<file path="src/design/modular_poly_evaluator_macros.svh">
// Assertion macros used by the evaluator's top level.
`ifndef MODULAR_POLY_EVALUATOR_MACROS_SVH
`define MODULAR_POLY_EVALUATOR_MACROS_SVH

// Same-cycle implication, sampled on clk_i, off during reset.
`define MPE_ASSERT_NOW(lbl, ante, cons, msg) \
  lbl: assert property (@(posedge clk_i) disable iff (!rst_ni) (ante) |-> (cons)) else $error(msg);

// Next-cycle implication, sampled on clk_i, off during reset.
`define MPE_ASSERT_NEXT(lbl, ante, cons, msg) \
  lbl: assert property (@(posedge clk_i) disable iff (!rst_ni) (ante) |=> (cons)) else $error(msg);

`endif

</file>
<file path="src/design/mpe_pkg.sv">
// Shared types and constants of the modular polynomial evaluator.
package mpe_pkg;

  localparam int unsigned MAX_TERMS_DEF = 256;
  localparam int unsigned WORD_BITS_DEF = 32;
  localparam int unsigned COEF_IDX_W    = 8;
  localparam int unsigned DEGREE_W      = 8;
  localparam int unsigned MODULUS_RST   = 7;

  localparam logic OP_LOAD = 1'b0;
  localparam logic OP_EVAL = 1'b1;

  // Register index, taken from the top address bit
  localparam logic REG_MODULUS = 1'b0;
  localparam logic REG_DEGREE  = 1'b1;

  typedef enum logic [2:0] {
    ST_IDLE,
    ST_RD,
    ST_LD,
    ST_RUN,
    ST_FIN,
    ST_RED,
    ST_WR
  } state_e;

  typedef struct packed {
    logic init;   // clear accumulator, latch point
    logic start;  // latch coefficient, begin one term
  } mac_ctrl_t;

  typedef struct packed {
    logic busy;
    logic done;   // last step of the term this cycle
  } mac_stat_t;

endpackage

</file>
<file path="src/design/mpe_mac.sv">
// Bit-serial modular multiply-add: acc <- (acc * x + c) mod m, one bit per cycle.
module mpe_mac import mpe_pkg::*; #(
  parameter int unsigned WORD_BITS = WORD_BITS_DEF
) (
  input  logic                 clk_i,
  input  logic                 rst_ni,
  input  mac_ctrl_t            ctrl_i,
  input  logic [WORD_BITS-1:0] mod_i,
  input  logic [WORD_BITS-1:0] point_i,
  input  logic [WORD_BITS-1:0] coef_i,
  output mac_stat_t            stat_o,
  output logic [WORD_BITS-1:0] acc_o
);

  localparam int unsigned W  = WORD_BITS;
  localparam int unsigned CW = $clog2(W);
  localparam logic [CW-1:0] LAST = CW'(W - 1);

  logic          busy_q, busy_d;
  logic [CW-1:0] cnt_q, cnt_d;
  logic [W-1:0]  acc_q, r_q, c_q, x_q;
  logic [W:0]    m_ext, t1, t2;
  logic [W-1:0]  t1r, step;

  // Horner over bits, msb first: r = 2r + c_bit + x_bit*acc, kept below m
  always_comb begin
    m_ext = {1'b0, mod_i};
    t1    = {r_q, 1'b0} + {{W{1'b0}}, c_q[W-1]};
    t1r   = (t1 >= m_ext) ? W'(t1 - m_ext) : t1[W-1:0];
    t2    = {1'b0, t1r} + (x_q[W-1] ? {1'b0, acc_q} : {(W+1){1'b0}});
    step  = (t2 >= m_ext) ? W'(t2 - m_ext) : t2[W-1:0];
  end

  always_comb begin
    busy_d = busy_q;
    cnt_d  = cnt_q;
    if (ctrl_i.start) begin
      busy_d = 1'b1;
      cnt_d  = '0;
    end else if (busy_q) begin
      cnt_d = cnt_q + CW'(1);
      if (cnt_q == LAST) begin
        busy_d = 1'b0;
      end
    end
  end

  always_ff @(posedge clk_i or negedge rst_ni) begin
    if (!rst_ni) begin
      busy_q <= 1'b0;
      cnt_q  <= '0;
    end else begin
      busy_q <= busy_d;
      cnt_q  <= cnt_d;
    end
  end

  always_ff @(posedge clk_i) begin
    if (ctrl_i.init) begin
      acc_q <= '0;
      x_q   <= point_i;
    end
    if (ctrl_i.start) begin
      c_q <= coef_i;
      r_q <= '0;
    end else if (busy_q) begin
      r_q <= step;
      c_q <= {c_q[W-2:0], 1'b0};
      x_q <= {x_q[W-2:0], x_q[W-1]};   // rotates back after one term
      if (cnt_q == LAST) begin
        acc_q <= step;
      end
    end
  end

  assign stat_o.busy = busy_q;
  assign stat_o.done = busy_q && (cnt_q == LAST);
  assign acc_o       = acc_q;

endmodule

</file>
<file path="config.mk">
export PLATFORM = sky130hd
export DESIGN_NAME = mpe_mac
export DESIGN_NICKNAME = d
export VERILOG_FILES = /design/src/design/modular_poly_evaluator_macros.svh /design/src/design/mpe_pkg.sv /design/src/design/mpe_mac.sv
export SDC_FILE = /design/constraint.sdc
export NUM_CORES = 1
export LEC_CHECK = 0
export BUFFER_PORTS_ARGS = -buffer_cell sky130_fd_sc_hd__buf_2
export CORE_MARGIN = 1
export CORE_UTILIZATION = 55
export DETAILED_ROUTE_END_ITERATION = 6
export GPL_ROUTABILITY_DRIVEN = 0
export GPL_TIMING_DRIVEN = 0
export PLACE_DENSITY = 0.85
export RECOVER_POWER = 25
export SLEW_MARGIN = 20
export SYNTH_ARGS = -nofsm -noshare
export SYNTH_HDL_FRONTEND = slang
export SYNTH_SLANG_ARGS = --single-unit
</file>
<file path="constraint.sdc">
create_clock -name clk_i -period 10 [get_ports clk_i]
set_input_delay 0.5 -clock clk_i [delete_from_list [all_inputs] [get_ports clk_i]]
set_output_delay 0.5 -clock clk_i [all_outputs]
set_load 0.1 [all_outputs]
</file>
==> results of run 1 <==
[cell type report]
| type | instances | area (um^2) |
|---|---|---|
| inverters | 59 | 221 |
| clock inverters | 13 | 156 |
| fillers | 1583 | 6640 |
| repair buffers | 133 | 654 |
| clock buffers | 19 | 433 |
| flip-flops and latches | 134 | 3030 |
| well taps | 260 | 325 |
| multi-input cells | 1045 | 7180 |
| plain buffers | 55 | 253 |
[how the worst max path moves through the flow]
stage | startpoint | endpoint | slack [ps]
2_1_floorplan | mod_i[1] | acc_o[31]$_DFF_P_ | 2790
3_3_place_gp | mod_i[1] | r_q[25]$_SDFFE_PP0P_ | 1040
3_5_place_dp | mod_i[1] | r_q[11]$_SDFFE_PP0P_ | 860
4_1_cts | r_q[0]$_SDFFE_PP0P_ | r_q[11]$_SDFFE_PP0P_ | 1200
5_1_grt | r_q[0]$_SDFFE_PP0P_ | r_q[23]$_SDFFE_PP0P_ | 490
6_report | r_q[0]$_SDFFE_PP0P_ | r_q[10]$_SDFFE_PP0P_ | 750
[cell usage after synthesis, types with 45 or more instances]
cell	instances	area, um^2
o21ai_1	63	315
dfxtp_1	96	1920
nand2_1	123	462
a21o_1	45	338
nand3_1	53	265
xnor2_1	55	482
inv_1	59	221
nor2_1	91	342
ha_1	98	1230
o21ai_0	62	310
mux2i_1	47	470
a21oi_1	113	566
[cell families (layout without fill, tap and decap cells)]
kind of cell	Yosys count	count (layout)
and+or+nand+nor	392	392
AOI/OAI and AO/OA	384	384
DFF	134	134
buffers and inverters	114	279
adders and majority gates	101	101
xor gates and xnor gates	84	84
muxes	84	84
[power breakdown]
| group | total, uW | internal [uW] | switching [uW] | leakage [uW] |
|---|---|---|---|---|
| clock | 640 | 391 | 249 | 0.000279 |
| combinational | 2060 | 811 | 1250 | 0.00422 |
| sequential | 691 | 637 | 54.3 | 0.00121 |
| total | 3390 | 1840 | 1550 | 0.00571 |
[per-layer routing]
metal / vias to the layer above / share of wire (%) / GRT usage [%]
li1: 4971 / - / -
met3: 110 / 9.7 / 6.78
met4: 0 / 4.6 / 16.8
met5: - / 0 / 0
met2: 532 / 46 / 50.8
met1: 4818 / 40 / 37.0
[per-stage QoR]
step | setup WS (ps) | util (%)
after detailed placement | 856 | 61.9
after CTS | 1200 | 65.0
after floorplan | 2790 | -
final | 751 | 64.9
after global placement | 1040 | 61.9
after global routing | 488 | 64.9
[sequential cells by signal, indices dropped and copies added (netlist names)]
| signal | count |
|---|---|
| c_q | 32 |
| cnt_q | 5 |
| x_q | 32 |
| busy_q | 1 |
| r_q | 32 |
| acc_o | 32 |
==> impl_metrics.py, run 1 <==
metrics = {
    "grt": {
        "grt_pass1_wl_mm": 47.7,
        "grt_pass1_vias": 9848,
        "grt_max_degree": 33,
        "grt-ovfl-total": 0,
        "grt_antenna_before_repair": 0,
        "track_usage_pct": 30.6,
    },
    "setup_path": {
        "critPathMaxStageDelay_ps": 480,
        "reg2reg_from": "r_q[0]$_SDFFE_PP0P_",
        "cp.depth": 33,
        "end_kind": "flop",
        "path_common_cell": "o21ai_0",
        "crit_arrival_ps": 9520,
        "critical_path_class": "flop to flop",
        "crit_path_start_kind": "flop",
        "r2r-end": "r_q[10]$_SDFFE_PP0P_",
        "slowest_stage": "nor3_2",
        "crit_family": "compound AO/OA/AOI/OAI gates",
        "r2r_slack_ps": 750,
        "cp_max_fo": 10,
        "cp.required_ps": 10270,
        "cp_num_buf_inv": 3,
        "ff2ff_path_depth": 33,
    },
    "clocking": {
        "cts_resized": 0,
        "cts_sinks": 134,
        "cts_max_level": 4,
        "cts_hold_buf": 1,
        "cts.reportedPaths.clkPinSlew_ps": 60,
        "cts_tree": "yes",
        "cts_made_buffers": 17,
        "clkLatencyLatePin_ps": 420,
        "ctsLongestPathBuffers": 2,
        "post-cts-setup-buffer-count": 0,
        "root_buffer": "clkbuf_16",
    },
    "detailed_routing": {
        "drc": 0,
        "wl_per_cell_um": 17.9,
        "ant_nets": 0,
        "vias": 10431,
        "routed_wirelength_mm": 30.7,
        "post_drt_via_cell_ratio": 6.07,
        "dr.first_iter.drc_count": 890,
        "drtPass1Iterations": 6,
    },
    "power_and_ir_drop": {
        "peakVddDrop_mv": 0.161,
        "power_density_nw_per_um2": 277,
        "power_leakage_uw": 0.00571,
        "power_uw": 3390,
    },
    "timing": {
        "max_freq_ghz": 0.108,
        "worst_pin_slew_ps": 1240,
        "hold_viol_final": 0,
        "rsz0062_at_grt": "no",
        "slew_headroom_pct": 17.4,
        "tns_ps": 0,
        "drv_slew": 0,
        "period_needed_ps": 9250,
        "skew_ps": 7.84,
        "setup_viol_count_final": 0,
        "holdWs_ps": 367,
        "fin_crit_sh_pct": 92.5,
    },
    "synth": {
        "synth_xor_area_share_pct": 6.87,
        "netlist_area_um2": 10700,
        "synth_mux_area_share_pct": 8.29,
        "synth-edff-count": 32,
        "yosys_warnings": 0,
        "ys_seq_area_share_pct": 28.3,
        "ys_async_sr_fraction_pct": 4.48,
        "yosys_most_used_dff": "dfxtp_1",
        "syn_area_per_cell_um2": 8.28,
        "synth-simple-area-share_pct": 17.5,
        "syn-num-nets": 1494,
        "synth_seq_cells": 134,
        "synth_compound_area_share_pct": 22.4,
        "synth_top_family_by_area": "compound AO/OA/AOI/OAI gates",
        "synthDistinctLibCells": 75,
        "syn_inst": 1293,
        "synthAdderAreaFrac_pct": 12.0,
    },
    "floorplan": {
        "io_pins": 134,
        "die_y_um": 142,
        "num_rows": 50,
        "design.core.area_um2": 18900,
        "start_util_pct": 56.7,
        "die_area_um2": 20000,
        "dieWidth_um": 142,
    },
    "hold_path": {
        "holdPathEnd": "c_q[0]$_SDFFCE_PN0P_",
        "min_path_type": "input pin to flop",
        "hold_start": "coef_i[0]",
        "hold_depth": 2,
    },
    "placement": {
        "placed_area_um2": 11700,
        "port_buffers": 132,
        "dp.cells": 1685,
        "dpl.hpwl_mm": 23.4,
    },
    "cells_and_area": {
        "antenna_cells": 0,
        "syn_to_final_growth_pct": 14.5,
        "fin_cells": 1718,
        "drive_above_1_share_pct": 15.0,
        "final_cell_mix": "132 x buf_2, 123 x nand2_1, 113 x a21oi_1",
        "final_nets": 1646,
        "post-route-cell-area_um2": 12300,
        "layout_commonest_cell": "buf_2",
    },
    "run_status": {
        "status": "finished, final reports clean",
    },
    "flow_run": {
        "max_cap_viol_count": 0,
    },
}
Power figures use the tool's default switching activity.
==> run 2: changes to the inputs <==
--- a/config.mk
+++ b/config.mk
@@ -6,7 +6,7 @@
 export NUM_CORES = 1
 export LEC_CHECK = 0
 export BUFFER_PORTS_ARGS = -buffer_cell sky130_fd_sc_hd__buf_2
-export CORE_MARGIN = 1
+export CORE_MARGIN = 2
 export CORE_UTILIZATION = 55
 export DETAILED_ROUTE_END_ITERATION = 6
 export GPL_ROUTABILITY_DRIVEN = 0
==> impl_metrics.py, run 2 (synthesized netlist as in run 1, its figures left out) <==
metrics = {
    "floorplan": {
        "die_y_um": 144,
        "io_pins": 134,
        "num_rows": 51,
        "die_area_um2": 20600,
        "design.core.area_um2": 19300,
        "start_util_pct": 55.5,
        "dieWidth_um": 144,
    },
    "cells_and_area": {
        "fillers": 1631,
        "final_cell_mix": "138 x buf_2, 123 x nand2_1, 113 x a21oi_1",
        "syn_to_final_growth_pct": 14.9,
        "fin_util_pct": 63.8,
        "drive_above_1_share_pct": 15.5,
        "antenna_cells": 0,
        "layout_commonest_cell": "buf_2",
        "final_nets": 1646,
    },
    "setup_path": {
        "cp.required_ps": 10290,
        "reg2reg_from": "r_q[0]$_SDFFE_PP0P_",
        "crit_arrival_ps": 9130,
        "crit_family": "compound AO/OA/AOI/OAI gates",
        "path_common_cell": "o21ai_0",
        "r2r_slack_ps": 1160,
        "r2r-end": "acc_o[10]$_DFF_P_",
        "critPathMaxStageDelay_ps": 440,
        "end_kind": "flop",
        "cp_max_fo": 10,
        "slowest_stage": "fa_1",
        "crit_path_start_kind": "flop",
        "critical_path_class": "flop to flop",
        "ff2ff_path_depth": 33,
        "cp_num_buf_inv": 3,
    },
    "timing": {
        "rsz0062_at_grt": "no",
        "max_freq_ghz": 0.113,
        "drv_slew": 0,
        "holdWs_ps": 357,
        "setup_viol_count_final": 0,
        "fin_crit_sh_pct": 88.4,
        "period_needed_ps": 8840,
        "tns_ps": 0,
        "hold_viol_final": 0,
        "slew_headroom_pct": 22.6,
        "skew_ps": 6.89,
        "worst_pin_slew_ps": 1170,
    },
    "hold_path": {
        "hold_depth": 3,
        "holdPathEnd": "x_q[13]$_DFF_P_",
        "min_path_type": "input pin to flop",
        "hold_start": "point_i[13]",
    },
    "detailed_routing": {
        "wl_per_cell_um": 17.7,
        "drtPass1Iterations": 5,
        "post_drt_via_cell_ratio": 5.96,
        "routed_wirelength_mm": 30.5,
        "vias": 10273,
        "dr.first_iter.drc_count": 858,
        "drc": 0,
        "ant_nets": 0,
    },
    "clocking": {
        "clkLatencyLatePin_ps": 430,
        "cts_tree": "yes",
        "cts_resized": 0,
        "cts_sinks": 134,
        "cts.reportedPaths.clkPinSlew_ps": 60,
        "cts_made_buffers": 17,
        "ctsLongestPathBuffers": 2,
        "root_buffer": "clkbuf_16",
        "cts_max_level": 4,
        "post-cts-setup-buffer-count": 0,
    },
    "power_and_ir_drop": {
        "pwr-share-clk_pct": 20.1,
        "power_density_nw_per_um2": 276,
        "p_sw_uw": 1530,
        "seqPwrFrac_pct": 20.4,
        "intPower_uw": 1870,
        "peakVddDrop_mv": 0.173,
        "comb_power_share_pct": 59.5,
        "p_sw_share_pct": 45.0,
        "power_leakage_uw": 0.00575,
    },
    "grt": {
        "grt_pass1_wl_mm": 47.7,
        "grt_antenna_before_repair": 0,
        "grt_pass1_vias": 9733,
        "grt_max_degree": 33,
        "track_usage_pct": 29.6,
        "grt-ovfl-total": 0,
    },
    "run_status": {
        "status": "finished, final reports clean",
    },
    "flow_run": {
        "max_cap_viol_count": 0,
    },
    "placement": {
        "dpl.hpwl_mm": 23.5,
        "port_buffers": 132,
    },
}
-- run 2: cell types whose count changed in the layout (fill, tap and decap cells not counted), moves of 2 or more --
cell,change
clkinvlp_4,-2
clkinv_4,+2
buf_2,+6
clkinv_1,-2
inv_6,+2
clkbuf_1,-5
-- run 2: how the worst max path moves through the flow --
stage	startpoint	end	depth (start not counted)
final	r_q[0]$_SDFFE_PP0P_	acc_o[10]$_DFF_P_	33
after global routing	r_q[0]$_SDFFE_PP0P_	r_q[25]$_SDFFE_PP0P_	33
after CTS	r_q[0]$_SDFFE_PP0P_	r_q[20]$_SDFFE_PP0P_	31
after detailed placement	mod_i[1]	r_q[20]$_SDFFE_PP0P_	33
after global placement	mod_i[1]	r_q[20]$_SDFFE_PP0P_	32
after floorplan	mod_i[1]	acc_o[31]$_DFF_P_	33
-- run 2: cell type report --
type | instances | area [um^2] | share of cell area (%)
multi-input cells | 1045 | 7180 | 58.4
well taps | 265 | 332 | 2.70
clock buffers | 19 | 433 | 3.52
repair buffers | 133 | 662 | 5.38
clock inverters | 13 | 194 | 1.58
inverters | 59 | 221 | 1.80
flip-flops and latches | 134 | 3030 | 24.7
plain buffers | 55 | 249 | 2.02
-- run 2: power groups by stage --
stage | clock network [uW] | logic, uW | registers [uW]
2_1_floorplan | 0 | 1540 | 682
3_3_place_gp | 0 | 1910 | 698
3_5_place_dp | 0 | 1950 | 700
4_1_cts | 686 | 1970 | 691
5_1_grt | 711 | 2200 | 701
6_report | 682 | 2020 | 694
-- run 2: routing by layer --
| metal | share of wire (%) | vias up | track usage (%) | wire, um |
|---|---|---|---|---|
| li1 | - | 4968 | - | - |
| met1 | 41 | 4751 | 36.3 | 12500 |
| met2 | 46 | 452 | 48.7 | 14000 |
| met3 | 8.8 | 102 | 6.86 | 2680 |
| met4 | 4.5 | 0 | 14.4 | 1370 |
| met5 | 0 | - | 0 | 0 |
-- run 2: worst min-delay path, delay by kind of cell --
| kind | cells | cell delay (ps) |
|---|---|---|
| AOI/OAI and AO/OA | 1 | 120 |
| buffers and inverters | 1 | 80 |
| muxes | 1 | 50 |
-- run 2: repair_timing --
action                                  CTS  global route
endpoints found under the hold margin     6             0
hold buffers                              1             0
endpoints found under the setup margin    0             0
-- run 2: stage by stage --
step	cell area (um^2)	std cells	setup slack, ps	power [uW]
2_1_floorplan	10700	1293	2790	2220
6_report	12300	1723	1160	3400
3_3_place_gp	11700	1690	1080	2600
3_5_place_dp	11700	1690	1010	2650
5_1_grt	12300	1723	786	3620
4_1_cts	12300	1723	1390	3350
==> run 3: changes to the inputs <==
==> constraint.sdc (replaced) <==
create_clock -name clk_i -period 9.3 [get_ports clk_i]
set_input_delay 0.465 -clock clk_i [delete_from_list [all_inputs] [get_ports clk_i]]
set_output_delay 0.465 -clock clk_i [all_outputs]
set_load 0.1 [all_outputs]
==> impl_metrics.py, run 3 (synthesized netlist as in run 1, its figures left out) <==
metrics = {
    "run_status": {
        "status": "finished, final reports clean",
    },
    "power_and_ir_drop": {
        "power_density_nw_per_um2": 297,
        "pwr-share-clk_pct": 20.1,
        "power_uw": 3650,
        "comb_power_share_pct": 59.5,
        "p_sw_uw": 1640,
        "power_leakage_uw": 0.00575,
        "intPower_uw": 2010,
        "p_sw_share_pct": 45.0,
        "peakVddDrop_mv": 0.186,
        "seqPwrFrac_pct": 20.4,
    },
    "timing": {
        "hold_viol_final": 0,
        "worst_pin_slew_ps": 1170,
        "tns_ps": 0,
        "fin_crit_sh_pct": 94.9,
        "setup_viol_count_final": 0,
        "skew_ps": 7.26,
        "slew_headroom_pct": 22.6,
        "period_needed_ps": 8830,
        "max_freq_ghz": 0.113,
        "holdWs_ps": 322,
        "rsz0062_at_grt": "no",
        "drv_slew": 0,
    },
    "placement": {
        "port_buffers": 132,
        "dpl.hpwl_mm": 23.5,
    },
    "grt": {
        "grt_antenna_before_repair": 0,
        "grt-ovfl-total": 0,
        "track_usage_pct": 29.6,
        "grt_max_degree": 33,
        "grt_pass1_vias": 9733,
        "grt_pass1_wl_mm": 47.7,
    },
    "floorplan": {
        "io_pins": 134,
        "dieWidth_um": 144,
        "num_rows": 51,
        "design.core.area_um2": 19300,
        "die_area_um2": 20600,
        "die_y_um": 144,
        "start_util_pct": 55.5,
    },
    "detailed_routing": {
        "met1_length_mm": 12.5,
        "dr.first_iter.drc_count": 814,
        "drc": 0,
        "met2_length_mm": 14.0,
        "ant_nets": 0,
        "drtPass1Iterations": 7,
        "routed_wirelength_mm": 30.5,
        "post_drt_via_cell_ratio": 5.96,
        "vias": 10274,
        "dr_wl_met3_mm": 2.59,
        "highest_layer": "met4",
        "wl_per_cell_um": 17.7,
    },
    "clocking": {
        "cts_resized": 0,
        "ctsLongestPathBuffers": 2,
        "cts.reportedPaths.clkPinSlew_ps": 60,
        "root_buffer": "clkbuf_16",
        "cts_max_level": 4,
        "cts_sinks": 134,
        "cts_made_buffers": 17,
        "clkLatencyLatePin_ps": 430,
        "cts_tree": "yes",
    },
    "setup_path": {
        "critPathMaxStageDelay_ps": 470,
        "crit_path_start": "r_q[0]$_SDFFE_PP0P_",
        "crit_path_start_kind": "flop",
        "ff2ff_path_depth": 33,
        "critical_path_class": "flop to flop",
        "end_kind": "flop",
        "cp.required_ps": 9570,
        "crit_end": "r_q[25]$_SDFFE_PP0P_",
        "cp_max_fo": 10,
        "r2r-end": "r_q[25]$_SDFFE_PP0P_",
        "reg2reg_from": "r_q[0]$_SDFFE_PP0P_",
        "slowest_stage": "a211oi_1",
        "crit_arrival_ps": 9100,
        "r2r_slack_ps": 470,
    },
    "flow_run": {
        "max_cap_viol_count": 0,
    },
    "hold_path": {
        "min_path_type": "input pin to flop",
    },
    "cells_and_area": {
        "final_cell_mix": "137 x buf_2, 123 x nand2_1, 113 x a21oi_1",
        "drive_above_1_share_pct": 15.5,
        "antenna_cells": 0,
        "layout_commonest_cell": "buf_2",
        "fillers": 1630,
        "syn_to_final_growth_pct": 15.0,
        "final_nets": 1646,
    },
}
## run 3: changes by cell type in the layout (fill, tap and decap cells not counted)
| cell | previous run | this run |
|---|---|---|
| buf_2 | 138 | 137 |
| buf_4 | 3 | 4 |
## run 3: how the worst min path moves through the flow
| stage | startpoint | to | cells after the start |
|---|---|---|---|
| floorplan | rst_ni | busy_q$_DFF_PN0_ | 0 |
| global placement | rst_ni | cnt_q[1]$_DFFE_PN0P_ | 1 |
| detailed placement | rst_ni | cnt_q[1]$_DFFE_PN0P_ | 1 |
| CTS | point_i[18] | x_q[18]$_DFF_P_ | 3 |
| global route | coef_i[4] | c_q[4]$_DFFE_PP_ | 2 |
| finish | point_i[13] | x_q[13]$_DFF_P_ | 3 |
## run 3: power by group through the flow
stage,Sequential [uW],Clock (uW),Combinational (uW)
after floorplan,733,0,1660
after global placement,751,0,2050
after detailed placement,753,0,2100
after CTS,743,737,2120
after global routing,754,765,2370
final,746,734,2170
## run 3: layout make-up
type,instances,area [um^2],share of cell area (%)
flip-flops and latches,134,3030,24.6
repair buffers,133,661,5.37
clock buffers,19,433,3.52
multi-input cells,1045,7180,58.3
clock inverters,13,194,1.58
plain buffers,55,253,2.05
well taps,265,332,2.69
inverters,59,221,1.80
## run 3: per-layer routing
metal,vias up,track usage (%)
li1,4967,-
met1,4750,36.3
met2,448,48.7
met3,109,6.86
met4,0,14.4
met5,-,0
## run 3: worst max-delay path, delay by kind of cell (launching register included)
| family | cells | cell delay (ps) |
|---|---|---|
| flip-flops | 1 | 380 |
| adder cells (fa/ha/maj) | 4 | 1290 |
| XOR/XNOR | 1 | 190 |
| AO/OA/AOI/OAI | 14 | 3280 |
| AND/OR/NAND/NOR | 10 | 2330 |
| buffers and inverters | 4 | 1180 |
## run 3: what timing repair did
| item | CTS | global route |
|---|---|---|
| buffers inserted | 0 | 0 |
| hold buffers | 1 | 0 |
| endpoints found under the hold margin | 6 | 0 |
## run 3: stage by stage
stage               std cells  setup WS (ps)  utilization [%]  instance area [um^2]
detailed placement       1690            348             60.7                 11700
CTS                      1723            687             64.0                 12300
floorplan                1293           2130                -                 10700
finish                   1723            474             63.8                 12300
global route             1723           86.4             63.8                 12300
global placement         1690            419             60.7                 11700
